==> config.mk <==
export PLATFORM = sky130hd
export DESIGN_NAME = hierarchical_path_validator
export DESIGN_NICKNAME = d
export VERILOG_FILES = /design/src/hdl/hpv_pkg.sv /design/src/hdl/hpv_fsm.sv /design/src/hdl/hierarchical_path_validator.sv
export VERILOG_INCLUDE_DIRS = /design/src /design/src/hdl
export SDC_FILE = /design/constraint.sdc
export NUM_CORES = 1
export LEC_CHECK = 0
export BUFFER_PORTS_ARGS = -buffer_cell sky130_fd_sc_hd__clkbuf_2
export CAP_MARGIN = 20
export CORE_MARGIN = 4
export CORE_UTILIZATION = 40
export DETAILED_ROUTE_END_ITERATION = 10
export PLACE_DENSITY = 0.6
export SLEW_MARGIN = 20
export SYNTH_ARGS = -nofsm -noshare
export SYNTH_HDL_FRONTEND = slang
export SYNTH_HIERARCHICAL = 1
export SYNTH_SLANG_ARGS = --single-unit
==> constraint.sdc <==
create_clock -name clk -period 5.8 [get_ports clk]
set_input_delay 0.58 -clock clk [delete_from_list [all_inputs] [get_ports clk]]
set_output_delay 0.58 -clock clk [all_outputs]
set_load 0.01 [all_outputs]
==> src/hdl/hierarchical_path_validator_defines.svh <==
// ----------------------------------------------------------------------------
// Hierarchical path validator assertion macros
// Shared concurrent assertion forms for the path validator modules.
// ----------------------------------------------------------------------------
`ifndef HIERARCHICAL_PATH_VALIDATOR_DEFINES_SVH
`define HIERARCHICAL_PATH_VALIDATOR_DEFINES_SVH

// The consequent must hold in the same cycle as the antecedent.
`define HPV_ASSERT_SAME(lbl, clk, rst_n, ante, cons) \
  lbl: assert property (@(posedge clk) disable iff (!rst_n) (ante) |-> (cons)) \
    else $error("hpv assertion failed");

// The consequent must hold in the cycle after the antecedent.
`define HPV_ASSERT_NEXT(lbl, clk, rst_n, ante, cons) \
  lbl: assert property (@(posedge clk) disable iff (!rst_n) (ante) |=> (cons)) \
    else $error("hpv assertion failed");

`endif

==> src/hdl/hpv_pkg.sv <==
// ----------------------------------------------------------------------------
// Hierarchical path validator package
// Types, verdict codes and the character class shared by the validator.
// ----------------------------------------------------------------------------
package hpv_pkg;

  localparam int MAX_LEN_DEF = 256;
  localparam int CH_W        = 8;
  localparam int VERDICT_W   = 4;
  localparam int EPOS_W      = 8;

  typedef enum logic [3:0] {
    PH_START = 4'b0001,
    PH_SLASH = 4'b0010,
    PH_SEG   = 4'b0100,
    PH_DOTS  = 4'b1000
  } hpv_phase_t;

  typedef enum logic [VERDICT_W-1:0] {
    V_OK       = 4'd0,
    V_TOO_LONG = 4'd1,
    V_NO_LEAD  = 4'd2,
    V_DOUBLE   = 4'd3,
    V_DOTSEG   = 4'd4,
    V_BADCHAR  = 4'd5,
    V_EMPTY    = 4'd6,
    V_LONE     = 4'd7,
    V_ENDDOTS  = 4'd8
  } hpv_verdict_t;

  localparam logic [CH_W-1:0] CH_LOW_A = 8'h61;
  localparam logic [CH_W-1:0] CH_LOW_Z = 8'h7a;
  localparam logic [CH_W-1:0] CH_DIG_0 = 8'h30;
  localparam logic [CH_W-1:0] CH_DIG_9 = 8'h39;
  localparam logic [CH_W-1:0] CH_DASH  = 8'h2d;
  localparam logic [CH_W-1:0] CH_UNDER = 8'h5f;
  localparam logic [CH_W-1:0] CH_DOT   = 8'h2e;
  localparam logic [CH_W-1:0] CH_SLASH = 8'h2f;

  // One request as it leaves the input register.
  typedef struct packed {
    logic            valid;
    logic            end_req;
    logic [CH_W-1:0] ch;
  } hpv_item_t;

  // Verdict for the path closed by an end request.
  typedef struct packed {
    hpv_verdict_t      verdict;
    logic [EPOS_W-1:0] error_position;
  } hpv_result_t;

  function automatic logic char_allowed(input logic [CH_W-1:0] c);
    logic ok;
    ok = ((c >= CH_LOW_A) && (c <= CH_LOW_Z)) ||
         ((c >= CH_DIG_0) && (c <= CH_DIG_9)) ||
         (c == CH_DASH) || (c == CH_UNDER) ||
         (c == CH_DOT) || (c == CH_SLASH);
    return ok;
  endfunction

endpackage

==> src/hdl/hpv_fsm.sv <==
// ----------------------------------------------------------------------------
// Path validator state machine
// Holds the phase, length count and first error, steps them once per byte
// request and forms the verdict when an end request arrives.
// ----------------------------------------------------------------------------
`include "hierarchical_path_validator_defines.svh"

module hpv_fsm #(
  parameter int MAX_LEN = hpv_pkg::MAX_LEN_DEF
) (
  input  logic                clk,
  input  logic                rst_n,
  input  hpv_pkg::hpv_item_t  step,
  output hpv_pkg::hpv_result_t result
);
  import hpv_pkg::*;

  localparam int CNT_W = $clog2(MAX_LEN + 1);
  localparam logic [CNT_W-1:0] CNT_MAX = CNT_W'(MAX_LEN);

  hpv_phase_t        phase_r,   phase_nxt;
  logic [CNT_W-1:0]  count_r,   count_nxt;
  hpv_verdict_t      err_r,     err_nxt;
  logic [EPOS_W-1:0] err_idx_r, err_idx_nxt;
  logic [EPOS_W-1:0] pos;
  logic              seg_ok;

  assign pos    = EPOS_W'(count_r);
  assign seg_ok = char_allowed(step.ch);

  always_comb begin
    phase_nxt   = phase_r;
    count_nxt   = count_r;
    err_nxt     = err_r;
    err_idx_nxt = err_idx_r;
    if (step.valid && step.end_req) begin
      phase_nxt   = PH_START;
      count_nxt   = '0;
      err_nxt     = V_OK;
      err_idx_nxt = '0;
    end else if (step.valid) begin
      if (count_r < CNT_MAX) begin
        count_nxt = count_r + CNT_W'(1);
      end
      if (err_r == V_OK) begin
        unique case (phase_r)
          PH_START: begin
            if (step.ch != CH_SLASH) err_nxt = V_NO_LEAD;
            else phase_nxt = PH_SLASH;
          end
          PH_SLASH: begin
            if (step.ch == CH_SLASH) begin
              err_nxt = V_DOUBLE;
            end else if (step.ch == CH_DOT) begin
              phase_nxt = PH_DOTS;
            end else if (seg_ok) begin
              phase_nxt = PH_SEG;
            end else begin
              err_nxt     = V_BADCHAR;
              err_idx_nxt = pos;
            end
          end
          PH_SEG: begin
            if (step.ch == CH_SLASH) begin
              phase_nxt = PH_SLASH;
            end else if (seg_ok) begin
              phase_nxt = PH_SEG;
            end else begin
              err_nxt     = V_BADCHAR;
              err_idx_nxt = pos;
            end
          end
          PH_DOTS: begin
            if (step.ch == CH_SLASH) begin
              err_nxt = V_DOTSEG;
            end else if (step.ch == CH_DOT) begin
              phase_nxt = PH_DOTS;
            end else if (seg_ok) begin
              phase_nxt = PH_SEG;
            end else begin
              err_nxt     = V_BADCHAR;
              err_idx_nxt = pos;
            end
          end
          default: phase_nxt = PH_START;
        endcase
      end
    end
  end

  always_comb begin
    result.error_position = '0;
    if (count_r >= CNT_MAX) begin
      result.verdict = V_TOO_LONG;
    end else if (err_r != V_OK) begin
      result.verdict = err_r;
      if (err_r == V_BADCHAR) result.error_position = err_idx_r;
    end else begin
      unique case (phase_r)
        PH_START: result.verdict = V_EMPTY;
        PH_SLASH: result.verdict = (count_r > CNT_W'(1)) ? V_OK : V_LONE;
        PH_SEG:   result.verdict = V_OK;
        PH_DOTS:  result.verdict = V_ENDDOTS;
        default:  result.verdict = V_EMPTY;
      endcase
    end
  end

  always_ff @(posedge clk) begin
    if (!rst_n) begin
      phase_r   <= PH_START;
      count_r   <= '0;
      err_r     <= V_OK;
      err_idx_r <= '0;
    end else begin
      phase_r   <= phase_nxt;
      count_r   <= count_nxt;
      err_r     <= err_nxt;
      err_idx_r <= err_idx_nxt;
    end
  end

  `HPV_ASSERT_NEXT(a_end_clears, clk, rst_n, step.valid && step.end_req, phase_r == PH_START && count_r == '0 && err_r == V_OK)
  `HPV_ASSERT_SAME(a_count_sat, clk, rst_n, 1'b1, count_r <= CNT_MAX)
  `HPV_ASSERT_SAME(a_idx_badchar, clk, rst_n, err_idx_r != '0, err_r == V_BADCHAR)

endmodule

==> src/hdl/hierarchical_path_validator.sv <==
// An end request goes from the input register to the result register, which sets out_valid.
// Throughput: one request per cycle unless an end request waits; byte requests give no result
// and never wait on out_ready; an end request waits while a held result is not taken.
// Reset: rst_n is synchronous and active low; it empties both registers and returns the
// path state to the start phase with a zero count and no error.
// ----------------------------------------------------------------------------
// Hierarchical path validator
// Input register, path state machine and result register for checking a
// slash-separated path one byte per request.
// ----------------------------------------------------------------------------
`include "hierarchical_path_validator_defines.svh"

module hierarchical_path_validator #(
  parameter int MAX_LEN = hpv_pkg::MAX_LEN_DEF
) (
  input  logic                          clk,
  input  logic                          rst_n,
  input  logic                          in_valid,
  output logic                          in_ready,
  input  logic [hpv_pkg::CH_W-1:0]      in_ch,
  input  logic                          in_end_req,
  output logic                          out_valid,
  input  logic                          out_ready,
  output logic [hpv_pkg::VERDICT_W-1:0] out_verdict,
  output logic [hpv_pkg::EPOS_W-1:0]    out_error_position
);
  import hpv_pkg::*;

  logic              s1_valid_r, s1_valid_nxt;
  logic              s1_end_r;
  logic [CH_W-1:0]   s1_ch_r;
  logic              s1_adv;
  logic              out_valid_r, out_valid_nxt;
  hpv_result_t       out_r;
  hpv_item_t         step;
  hpv_result_t       result;

  assign s1_adv   = s1_valid_r && (!s1_end_r || !out_valid_r || out_ready);
  assign in_ready = !s1_valid_r || s1_adv;

  assign step.valid   = s1_adv;
  assign step.end_req = s1_end_r;
  assign step.ch      = s1_ch_r;

  assign s1_valid_nxt = (in_valid && in_ready) ? 1'b1 : (s1_adv ? 1'b0 : s1_valid_r);

  always_comb begin
    out_valid_nxt = out_valid_r;
    if (out_ready) out_valid_nxt = 1'b0;
    if (s1_adv && s1_end_r) out_valid_nxt = 1'b1;
  end

  hpv_fsm #(
    .MAX_LEN(MAX_LEN)
  ) u_fsm (
    .clk   (clk),
    .rst_n (rst_n),
    .step  (step),
    .result(result)
  );

  always_ff @(posedge clk) begin
    if (!rst_n) begin
      s1_valid_r  <= 1'b0;
      out_valid_r <= 1'b0;
    end else begin
      s1_valid_r  <= s1_valid_nxt;
      out_valid_r <= out_valid_nxt;
    end
  end

  always_ff @(posedge clk) begin
    if (in_valid && in_ready) begin
      s1_ch_r  <= in_ch;
      s1_end_r <= in_end_req;
    end
    if (s1_adv && s1_end_r) begin
      out_r <= result;
    end
  end

  assign out_valid          = out_valid_r;
  assign out_verdict        = out_r.verdict;
  assign out_error_position = out_r.error_position;

  `HPV_ASSERT_SAME(a_pos_only_badchar, clk, rst_n,
    out_valid_r && out_r.verdict != V_BADCHAR, out_r.error_position == '0)
  `HPV_ASSERT_NEXT(a_end_loads_out, clk, rst_n, s1_adv && s1_end_r, out_valid_r)
  `HPV_ASSERT_NEXT(a_out_hold, clk, rst_n, out_valid_r && !out_ready, out_valid_r)

endmodule

Yosys cells after proc, flatten, opt, wreduce, memory -nomap -nowiden
Index checks and enable logic that the tools add are counted. Widths: inputs -> output; s select.

Output and inout port bits: 14. Logic and storage cells: 90. Register bits after elaboration: 48. Bits of input ports: 13.

$lt $le $gt $ge: 7. Bitwise operators: 3. Add/sub/neg operators: 1. Muxes and demuxes: 25. Reductions and logical operators: 29. Eq/ne operators: 15.

Operators with widths (count): $mux 4 (12); $mux 8 (4); $eq 8x6->1 const B (3); $pmux 4 s3 (2); $pmux 4 s4 (1); $pmux 8 s2 (1); $add 9x1->9 const B (1); $ge 9x9->1 const B (1); $gt 9x1->1 const B (1); $lt 9x9->1 const B (1); $eq 4x3->1 const B (2); $eq 8x7->1 const B (1); $ge 8x6->1 const B (1); $ge 8x7->1 const B (1); $le 8x6->1 const B (1); $le 8x7->1 const B (1); $logic_or 1x1->1 (8); $ne 2x2->1 const B (4); $ne 8x6->1 const B (1); $reduce_bool 4->1 (2); $reduce_and 6->1 (1); $reduce_bool 2->1 (3); $logic_and 1x1->1 (5); $reduce_and 5->1 (1); 13 further kinds (21).

Logic depth before layout (Yosys ltp)
Gate-level depths: netlist of run 1.

Depth in word-level cells: 11. Depth in mapped cells: 7. Mapped depth without buffers: 7.

Cells and area by module
The synthesis of run 1 kept the hierarchy.

By module, submodules not included: hpv_fsm (instances 1, area an instance 1481.4 um2, sequential area each 500.5 um2, cells an instance 184); hierarchical_path_validator (instances 1, area an instance 748.2 um2, sequential area each 670.6 um2, cells an instance 33).

Worst setup path before layout of run 1
No wires, ideal clock.

Kind: input to register. Start: in out_ready. End: reg u_fsm.count_r[5]. Data required time: 5729 ps. Setup slack: 3760 ps. Path buffers: 0. Setup time: 71 ps. Data arrival time: 1970 ps. Cell stages on the path: 6. Path through: and2b_1 > a21boi_1 > nor2b_1 > nand4_1 > or3_1 > a21oi_1.

Cells in the longest elaborated chain, start to end: 4. Elaborated cells between the ends (all ways): 5. Classes of those cells: reduce/logical: 5.

RTL lines: from (decl) (RTL line hierarchical_path_validator.sv:23) `input logic out_ready,`; $logic_or 1x1->1 * (RTL line hierarchical_path_validator.sv:38) `assign s1_adv = s1_valid_r && (!s1_end_r || !out_valid_r || out_ready);`; $logic_and 1x1->1 * (RTL line hierarchical_path_validator.sv:38); via s1_adv (RTL line hierarchical_path_validator.sv:32) `logic s1_adv;`; $logic_and 1x1->1 (RTL line hpv_fsm.sv:36) `if (step.valid && step.end_req) begin`; $reduce_or 2->1 (no source line); to (signal assigned) (RTL line hpv_fsm.sv:117) `count_r <= count_nxt;`; to (decl) (RTL line hpv_fsm.sv:22) `logic [CNT_W-1:0] count_r, count_nxt;`.

Mark *: on every way through the listed nets, which the timed path passes. The rest lies on a longest branch. A chain may end at the register's enable or synchronous reset.

Worst setup path after layout of run 1
Start: reg u_fsm.phase_r[3]. End: reg u_fsm.err_idx_r[3].

Cells in the longest elaborated chain, start to end: 4. Elaborated cells between the ends (all ways): 10. Classes of those cells: eq/ne: 6; mux: 1; reduce/logical: 3.

RTL lines: from (decl) (RTL line hpv_fsm.sv:21) `hpv_phase_t phase_r, phase_nxt;`; from (signal assigned) (RTL line hpv_fsm.sv:116) `phase_r <= phase_nxt;`; $eq 4x2->1 or $eq 4x4->1 (tied branches) (RTL line hpv_fsm.sv:46) `unique case (phase_r)`; $reduce_or 2->1 (no source line); $ne 2x2->1 (no source line) or $reduce_bool 2->1 (tied branches); $reduce_and 6->1 (no source line); to (signal assigned) (RTL line hpv_fsm.sv:119) `err_idx_r <= err_idx_nxt;`; to (decl) (RTL line hpv_fsm.sv:24) `logic [EPOS_W-1:0] err_idx_r, err_idx_nxt;`.

Parallel ways exist; a longest one is shown, timed or not.

==> run metrics, run 1 <==
status=complete, no violations; Clock Latency Late Sink=between 0.2 and 0.3 ns; core region area=about 5300 sq um; Post-Syn Instances=between 200 and 250; Max Cap Viol=0; clock network fraction of total power=about two fifths; post-synthesis async set-or-reset flop share=0%; Sw Share=about 19%; CTS tree=done; drt wl/cell=13.0 um; Synth Flop Type=dfxtp_1; via count=1643; 1st-iter DRT viols=118; nets=about 260; Initial Utilization=around 42%; worst hold slack=between 0.4 and 0.5 ns; H-tree levels=2; CTS root buf=clkbuf_8; WL final=just over 4000 um; Tot GR Track Use=13.4%; Final period util=about two fifths; CTS resizes=0; Longest Clk Path Bufs=2; worst setup margin=about 3.5 ns; commonest cells in the netlist=27 x dfxtp_1, 21 x edfxtp_1, 17 x a21oi_1; hold buffers post-CTS=0; final design utilization=a little under 50%; final setup TNS=0 ns; Final HPWL DP=3000 um; Crit path arrival time=around 2.5 ns; fmax=about 440 MHz; Place WS=roughly 3.4 ns; Port Buf Inserts=26; area post-placement=about 2400 sq um; Int Pwr=around 0.54 mW; cell taking the most area after synthesis=edfxtp_1; die width=slightly above 80 um; layout cells sized above 1=15.3%; Ports=27; Die H=between 80 and 90 um; area delta synth->final=13.8%; CP Max Fanout=11; postcts setup bufs=0; number of synthesized flops with an enable pin=21; Worst Skew=about 0.0052 ns; library cells used by synthesis=between 50 and 60; largest net degree at the start of global routing=22; Avg Vias per Cell=5.27; Final GP Congestion=approximately 0.75; Tot Pwr=0.672 mW; critical path class=reg -> reg; Final Slew Violations=0; Least-Margin Pin Slew=0.984 ns; startpoint types=register; initial antenna violation count=0; Seq pwr share=a little over half; largest cells by area after synthesis=edfxtp_1 28%, dfxtp_1 24%, a21oi_1 3.8%, and2_1 3.1%, o21ai_0 2.7%; most frequent cell after synthesis=dfxtp_1; DIE AREA=6830 sq um; sequential fraction of the synthesis area=a little over half; WP data required=~6.0 ns; number of remaining DRC errors=0; antenna-violating nets left=0; Rows=26; leakage power=0.972 nW; n_diodes=0; Logic pwr share=4.7%; Setup-failing EPs final=0; P_sw=approximately 0.13 mW; Max transition margin=about a third; CTS Buf Count=5; Power Density=265 nW/um^2; Sink Count=48; Synthesized Nets=233; Worst Hold Class=in -> reg; crit path cell chain=nor4b_1, nor2_1, o211ai_2, o21ai_0, a21oi_1; Synth Warn #=6; post-synthesis cell area=between 2000 and 2500 sq um; Critical Path End Type=register; DRT Pass-1 Iters=4; minimum clock period=approximately 2.3 ns; max incr delay on CP=0.68 ns; fill count=around 530; Synth top area share=approximately 28%; slowest cell on the critical path=nor4b_1; Seq cells post-synth=48; dpl cells=a little over 300; Max IR drop VDD=around 0.17 mV; Design Area, Final=2540 sq um; first-pass GRT wire length=7020 um; vias in the first global route=1567; RSZ-0062 raised after global routing=no; Cell Count, Final, Fillers Out=312; Clock Pin Slew Worst Setup and Hold Paths=around 0.080 ns; total grt overflow=0; Mean Syn Cell Area=around 10 sq um; final hold violation count=0
worst max-delay path, delay by kind of cell (launching register included):
| family | cells | cell delay, ns |
|---|---|---|
| flip-flops | 1 | 0.55 |
| AO/OA/AOI/OAI | 3 | 0.68 |
| AND/OR/NAND/NOR | 2 | 0.95 |
registers in the layout, indices dropped and copies added (netlist names):
register	flops
out_error_position	8
u_fsm/phase_r	4
out_valid	1
u_fsm/err_r	4
s1_valid_r	1
s1_ch_r	8
u_fsm/err_idx_r	8
out_verdict	4
u_fsm/count_r	9
s1_end_r	1
layout by cell type, fill, tap and decap left out, types with 3 or more instances in the layout:
cell type,n
or3_1,3
clkbuf_2,26
and2_1,11
xor2_1,4
nor2_1,16
o21ai_0,12
clkbuf_8,5
nand3_1,9
nor4_1,5
nor2b_1,7
nor3_1,3
o211a_1,4
nor4b_1,3
inv_1,4
o21a_1,4
a21boi_1,3
nand2_1,13
nand4_1,3
a21oi_1,17
edfxtp_1,21
dfxtp_1,27
ha_1,3
kinds of logic (layout without fill, tap and decap cells):
family | count (synthesis) | after routing | synth area share, %
AND/OR/NAND/NOR | 85 | 85 | 21.7
AO/OA/AOI/OAI | 62 | 62 | 18.9
flip-flops | 48 | 48 | 52.5
buffers and inverters | 12 | 37 | 2.41
XOR/XNOR | 6 | 6 | 2.36
adder cells (fa/ha/maj) | 3 | 3 | 1.68
multiplexers | 1 | 1 | 0.449
power by group through the flow:
| stage | logic [mW] | registers [mW] | clock network [mW] |
|---|---|---|---|
| 3_5_place_dp | 0.0318 | 0.375 | 0 |
| 5_1_grt | 0.0358 | 0.369 | 0.293 |
| 3_3_place_gp | 0.0314 | 0.375 | 0 |
| 6_report | 0.0314 | 0.367 | 0.274 |
| 4_1_cts | 0.0319 | 0.367 | 0.280 |
| 2_1_floorplan | 0.0203 | 0.374 | 0 |
path summary, 6_finish.rpt:
| path | from | slack [ns] | depth (start not counted) | to |
|---|---|---|---|---|
| setup / recovery | u_fsm/phase_r[3] | 3.53 | 5 | u_fsm/err_idx_r[3] |
| hold / removal | in_ch[5] | 0.46 | 1 | s1_ch_r[5] |
| setup reg to reg | u_fsm/phase_r[3] | 3.53 | 5 | u_fsm/err_idx_r[3] |
| hold reg to reg | u_fsm/err_idx_r[0] | 0.48 | 2 | u_fsm/err_idx_r[0] |
area by class of cell:
class	instances	area, sq um	share of cell area (%)
clock buffers	5	68.8	2.71
well taps	70	87.6	3.45
clock inverters	2	60.1	2.37
inverters	4	15.0	0.592
repair buffers	26	130	5.13
multi-input cells	157	1000	39.6
flip-flops and latches	48	1170	46.2
metal layers:
layer	up-vias	wire (um)	track usage [%]
met3	3	227	2.93
met1	732	2000	18.2
met5	-	0	0
met2	44	1810	20.9
met4	0	32	4.90
li1	864	-	-
(Power assumes the default switching activity.)
==> inputs of run 2 (changes only) <==
--- a/config.mk
+++ b/config.mk
@@ -6,6 +6,7 @@
 export SDC_FILE = /design/constraint.sdc
 export NUM_CORES = 1
 export LEC_CHECK = 0
+export ABC_AREA = 1
 export BUFFER_PORTS_ARGS = -buffer_cell sky130_fd_sc_hd__clkbuf_2
 export CAP_MARGIN = 20
 export CORE_MARGIN = 4
==> constraint.sdc (replaced) <==
create_clock -name clk -period 2.2 [get_ports clk]
set_input_delay 0.22 -clock clk [delete_from_list [all_inputs] [get_ports clk]]
set_output_delay 0.22 -clock clk [all_outputs]
set_load 0.01 [all_outputs]
==> run metrics, run 2 <==
Synth top area share=approximately 28%; Final GP Congestion=0.801; family with the most delay on the worst path=simple AND/OR/NAND/NOR gates; initial antenna violation count=0; Synthesized Nets=between 200 and 300; status=complete, no violations; layout cells sized above 1=a little under a fifth; 1st-iter DRT viols=75; die width=83.3 um; RR Endpoint=u_fsm/count_r[7]; Final Slew Violations=0; post-synthesis async set-or-reset flop share=0%; CTS resizes=0; Mean Syn Cell Area=roughly 8.1 sq um; crit path to=u_fsm/count_r[7]; final hold violation count=0; antenna-violating nets left=0; Initial Utilization=roughly two fifths; library cells used by synthesis=28; final setup TNS=0 ns; largest net degree at the start of global routing=17; Sink Count=between 40 and 50; sequential fraction of the synthesis area=51.7%; Power Density=approximately 660 nW/um^2; RSZ-0062 raised after global routing=no; Synth Warn #=6; leakage power=1.08 nW; Synth Flop Type=dfxtp_1; Crit path arrival time=approximately 2.0 ns; drt wl/cell=around 10 um; Post-Syn Instances=279; Final HPWL DP=around 3000 um; CTS root buf=clkbuf_8; DRT Pass-1 Iters=4; number of synthesized flops with an enable pin=21; max incr delay on CP=0.46 ns; CP Depth=10; number of remaining DRC errors=0; Place WS=between 0.3 and 0.4 ns; Worst Setup SP=s1_end_r; most common cell after layout, fill and taps aside=nand2_1; Critical Path End Type=register; Setup-failing EPs final=0; Max transition margin=71.9%; fmax=549 MHz; Clock Pin Slew Worst Setup and Hold Paths=around 0.090 ns; H-tree levels=2; Worst Hold Class=in -> reg; R2R setup slack=about 0.38 ns; Final period util=between 80% and 90%; Clock Latency Late Sink=0.30 ns; slowest cell on the critical path=edfxtp_1; final design utilization=47.3%; most used cell, CP=nand2_1; post-synthesis cell area=~2300 sq um; Ports=27; first-pass GRT wire length=a little under 7000 um; cell taking the most area after synthesis=edfxtp_1; CTS Buf Count=5; R2R cell count=10; Tot Pwr=1.72 mW; Avg Vias per Cell=roughly 4.5; startpoint types=register; most frequent cell after synthesis=nand2_1; Max Cap Viol=0; WP data required=2.40 ns; fill count=a little over 500; area delta synth->final=14.9%; largest cells by area after synthesis=edfxtp_1 28%, dfxtp_1 24%, nand2_1 8.4%, inv_1 8.0%, nor2_1 7.1%; critical path class=reg -> reg; worst path bufs/invs=1; crit path cell chain=a31oi_1, inv_2, nor2_1, nand2_1, nor2_1, nand2_1, nor3_2, nand3_1, nand2_1, a21oi_1; core region area=5510 sq um; minimum clock period=about 1.8 ns; vias in the first global route=1591; WL final=3940 um; nets=328; Longest Clk Path Bufs=2; Port Buf Inserts=26; via count=~1700; total grt overflow=0; Rows=27; CTS tree=done; worst setup margin=approximately 0.38 ns; Tot GR Track Use=12.0%; Least-Margin Pin Slew=around 0.42 ns; most frequent cells in the layout=51 x nand2_1, 48 x inv_1, 43 x nor2_1, 27 x dfxtp_1, 26 x clkbuf_2; Reg2Reg Launch Point=s1_end_r; max reg flops=9; Die H=approximately 83 um; Max IR drop VDD=0.275 mV; Seq cells post-synth=48; postcts setup bufs=0; hold buffers post-CTS=0; commonest cells in the netlist=51 x nand2_1, 48 x inv_1, 43 x nor2_1; Worst Skew=around 0.0064 ns; CP Max Fanout=5; Biggest register=u_fsm/count_r; DIE AREA=between 6000 and 7000 sq um; n_diodes=0
-- run 2: cell types whose count changed after synthesis, sizes merged, moves of 5 or more --
cell | before | now
and2 | 11 | 0
clkbuf | 6 | 1
inv | 4 | 53
nand2 | 13 | 56
nor2 | 16 | 49
nor2b | 7 | 0
o21ai | 14 | 21
-- run 2: worst min path at each step --
stage	slack, ns	endpoint	cells after the start	start
finish	0.09	s1_ch_r[5]	1	in_ch[5]
global placement	0.40	s1_ch_r[5]	1	in_ch[5]
detailed placement	0.40	s1_ch_r[5]	1	in_ch[5]
global route	0.07	s1_ch_r[1]	1	in_ch[1]
CTS	0.08	s1_ch_r[2]	1	in_ch[2]
floorplan	0.32	out_valid	2	rst_n
-- run 2: routing by layer --
layer	share of wire, %	track usage, %	up-vias
met2	44	19.4	35
li1	-	-	956
met5	0	0	-
met3	4.7	2.68	7
met4	2.1	5.94	0
met1	50	15.0	746
-- run 2: area by class of cell --
class,instances,area [sq um],area share (%)
Sequential cell,48,1170,45.0
Multi-Input combinational cell,177,888,34.1
Inverter,53,201,7.74
Timing Repair Buffer,27,138,5.29
Tap cell,72,90.1,3.46
Clock buffer,5,68.8,2.64
Clock inverter,3,45.0,1.73
-- run 2: power breakdown --
part	switching (mW)	leakage, nW	internal, mW
sequential	0.0144	0.416	0.950
combinational	0.0682	0.609	0.0379
clock	0.303	0.0591	0.343
total	0.386	1.08	1.33
-- run 2: kinds of logic after synthesis --
group           count (synthesis)  synth area share (%)
flops                          48                  51.7
simple gates                  130                  27.5
compound gates                 44                  10.1
buf+inv                        54                  9.11
fa+ha+maj                       3                  1.66
-- run 2: worst reg2reg max path, stage by stage (launching register included) --
cell and delay, ns:
edfxtp_1 0.46, a31oi_1 0.27, inv_2 0.09, nor2_1 0.16, nand2_1 0.09, nor2_1 0.16, nand2_1 0.10, nor3_2 0.19
nand3_1 0.10, nand2_1 0.07, a21oi_1 0.05
-- run 2: metrics by stage --
stage	cell area, sq um	instances	hold slack [ns]
finish	2600	385	0.0913
global route	2600	385	0.0744
CTS	2600	385	0.0784
detailed placement	2490	377	0.399
global placement	2490	377	0.396
floorplan	2270	279	0.318
==> inputs of run 3 (changes only) <==
--- a/config.mk
+++ b/config.mk
@@ -12,7 +12,7 @@
 export CORE_MARGIN = 4
 export CORE_UTILIZATION = 40
 export DETAILED_ROUTE_END_ITERATION = 10
-export PLACE_DENSITY = 0.6
+export PLACE_DENSITY = 0.63
 export SLEW_MARGIN = 20
 export SYNTH_ARGS = -nofsm -noshare
 export SYNTH_HDL_FRONTEND = slang
==> constraint.sdc (replaced) <==
create_clock -name clk -period 1.5 [get_ports clk]
set_input_delay 0.15 -clock clk [delete_from_list [all_inputs] [get_ports clk]]
set_output_delay 0.15 -clock clk [all_outputs]
set_load 0.01 [all_outputs]
==> run metrics, run 3 (synthesis results as in run 2) <==
area post-placement=around 2600 sq um; first-pass GRT wire length=around 6900 um; startpoint types=register; critical path class=reg -> reg; max incr delay on CP=around 0.41 ns; slowest cell on the critical path=edfxtp_1; DIE AREA=~6900 sq um; met2 Resource Use GR=between 20% and 30%; largest net degree at the start of global routing=17; antenna-violating nets left=0; Max transition margin=between 70% and 80%; number of remaining DRC errors=0; vias in the first global route=~1700; Ports=27; Die H=83.3 um; M1 GR Usage=roughly 15%; hold buffers post-CTS=0; nets=between 300 and 400; HP Start=in_ch[7]; final setup TNS=-0.0190 ns; P_sw=about 0.60 mW; max reg flops=9; met3 Track Usage GR=a little over 3%; Avg Vias per Cell=between 4 and 5; via count=about 1900; 1st-iter DRT viols=~80; status=finished with violations; Final GP Congestion=about 0.81; Clock Latency Late Sink=around 0.30 ns; Initial Utilization=a little over 40%; CTS Buf Count=5; drt wl/cell=roughly 11 um; CTS root buf=clkbuf_8; Rows=27; Sink Count=48; Biggest register=u_fsm/count_r; WL final=around 4400 um; Worst Skew=around 0.0080 ns; Design Area, Final=2950 sq um; most common cell after layout, fill and taps aside=inv_1; worst setup margin=-0.0190 ns; DRT Pass-1 Iters=4; Sw Share=~23%; n_diodes=0; fill count=roughly 500; Worst Hold Class=in -> reg; layer carrying the most global-route usage=met2; crit path cell chain=a31oi_2, inv_2, nor2_4, nand2_2, nor2_4, nand2_2, nor3_4, nand3_1, nand2_1, a21oi_1; Power Density=just under 900 nW/um^2; Hold Path Stages=1; Final Slew Violations=0; CP Max Fanout=3; core region area=5510 sq um; area delta synth->final=30.1%; CTS tree=done; leakage power=approximately 1.2 nW; layout cells sized above 1=between 30% and 40%; final hold violation count=0; Reg2Reg Launch Point=s1_end_r; Final HPWL DP=3060 um; Crit path arrival time=about 1.7 ns; Logic pwr share=between 8 and 9%; Clock Pin Slew Worst Setup and Hold Paths=around 0.09 ns; worst hold slack=0.0202 ns; Max IR drop VDD=about 0.6 mV; Int Pwr=about 2.0 mW; most frequent cells in the layout=45 x inv_1, 38 x nand2_1, 33 x nor2_1, 26 x clkbuf_2, 24 x dfxtp_1; Tot GR Track Use=between 10% and 20%; Critical Path End Type=register; dpl cells=390; RR Endpoint=u_fsm/count_r[7]; Least-Margin Pin Slew=around 0.3 ns; R2R setup slack=-0.02 ns; Tot Pwr=2.59 mW; Max Cap Viol=0; Final period util=101%; die width=around 83 um; total grt overflow=0; Longest Clk Path Bufs=2; clock network fraction of total power=between 30 and 40%; Setup-failing EPs final=1; fmax=approximately 660 MHz; minimum clock period=~1.5 ns; R2R cell count=10; Cell Count, Final, Fillers Out=slightly above 400; initial antenna violation count=0; H-tree levels=2; violated checks=setup timing; WP data required=roughly 1.7 ns; RSZ-0062 raised after global routing=yes; final design utilization=between 50% and 60%; Place WS=-0.0620 ns; Seq pwr share=a little over half; Hold Path End=s1_ch_r[7]; Port Buf Inserts=26
==> run 3: worst max-delay path, delay by kind of cell (launching register included) <==
| kind | cells | cell delay, ns |
|---|---|---|
| AND/OR/NAND/NOR | 7 | 0.70 |
| buffers and inverters | 1 | 0.09 |
| AO/OA/AOI/OAI | 2 | 0.22 |
| flip-flops | 1 | 0.41 |
==> run 3: worst max-delay path by stage <==
| stage | slack [ns] | endpoint | start | cells after the start |
|---|---|---|---|---|
| floorplan | -0.03 | u_fsm/count_r[7] | s1_end_r | 10 |
| CTS | -0.01 | u_fsm/count_r[7] | s1_end_r | 10 |
| detailed placement | -0.06 | u_fsm/count_r[7] | s1_end_r | 10 |
| global route | -0.15 | u_fsm/count_r[7] | s1_end_r | 10 |
| global placement | -0.009 | u_fsm/count_r[7] | s1_end_r | 10 |
| finish | -0.02 | u_fsm/count_r[7] | s1_end_r | 10 |
==> run 3: cell type report <==
| type | count | area (sq um) | area share, % |
|---|---|---|---|
| Inverter | 53 | 210 | 7.13 |
| Multi-Input combinational cell | 178 | 1060 | 36.0 |
| Clock inverter | 3 | 46.3 | 1.57 |
| Sequential cell | 48 | 1180 | 39.9 |
| Tap cell | 72 | 90.1 | 3.06 |
| Timing Repair Buffer | 47 | 295 | 10.0 |
| Clock buffer | 5 | 68.8 | 2.33 |
==> run 3: power groups by stage <==
stage	combinational (mW)	clock [mW]	sequential, mW
finish	0.221	0.954	1.41
CTS	0.185	0.991	1.41
global route	0.247	1.03	1.41
floorplan	0.103	0	1.44
detailed placement	0.181	0	1.44
global placement	0.177	0	1.44
==> run 3: metal layers <==
metal,vias up,share of wire [%]
met4,0,1.6
met2,52,48
met5,-,0
met1,829,44
li1,1005,-
met3,6,6.3
==> run 3: repair_timing <==
| item | CTS | global route |
|---|---|---|
| gates cloned | 0 | 1 |
| buffers inserted | 1 | 6 |
| pin swaps | 1 | 18 |
| setup endpoints to repair | 3 | 24 |
| resized for setup | 3 | 61 |
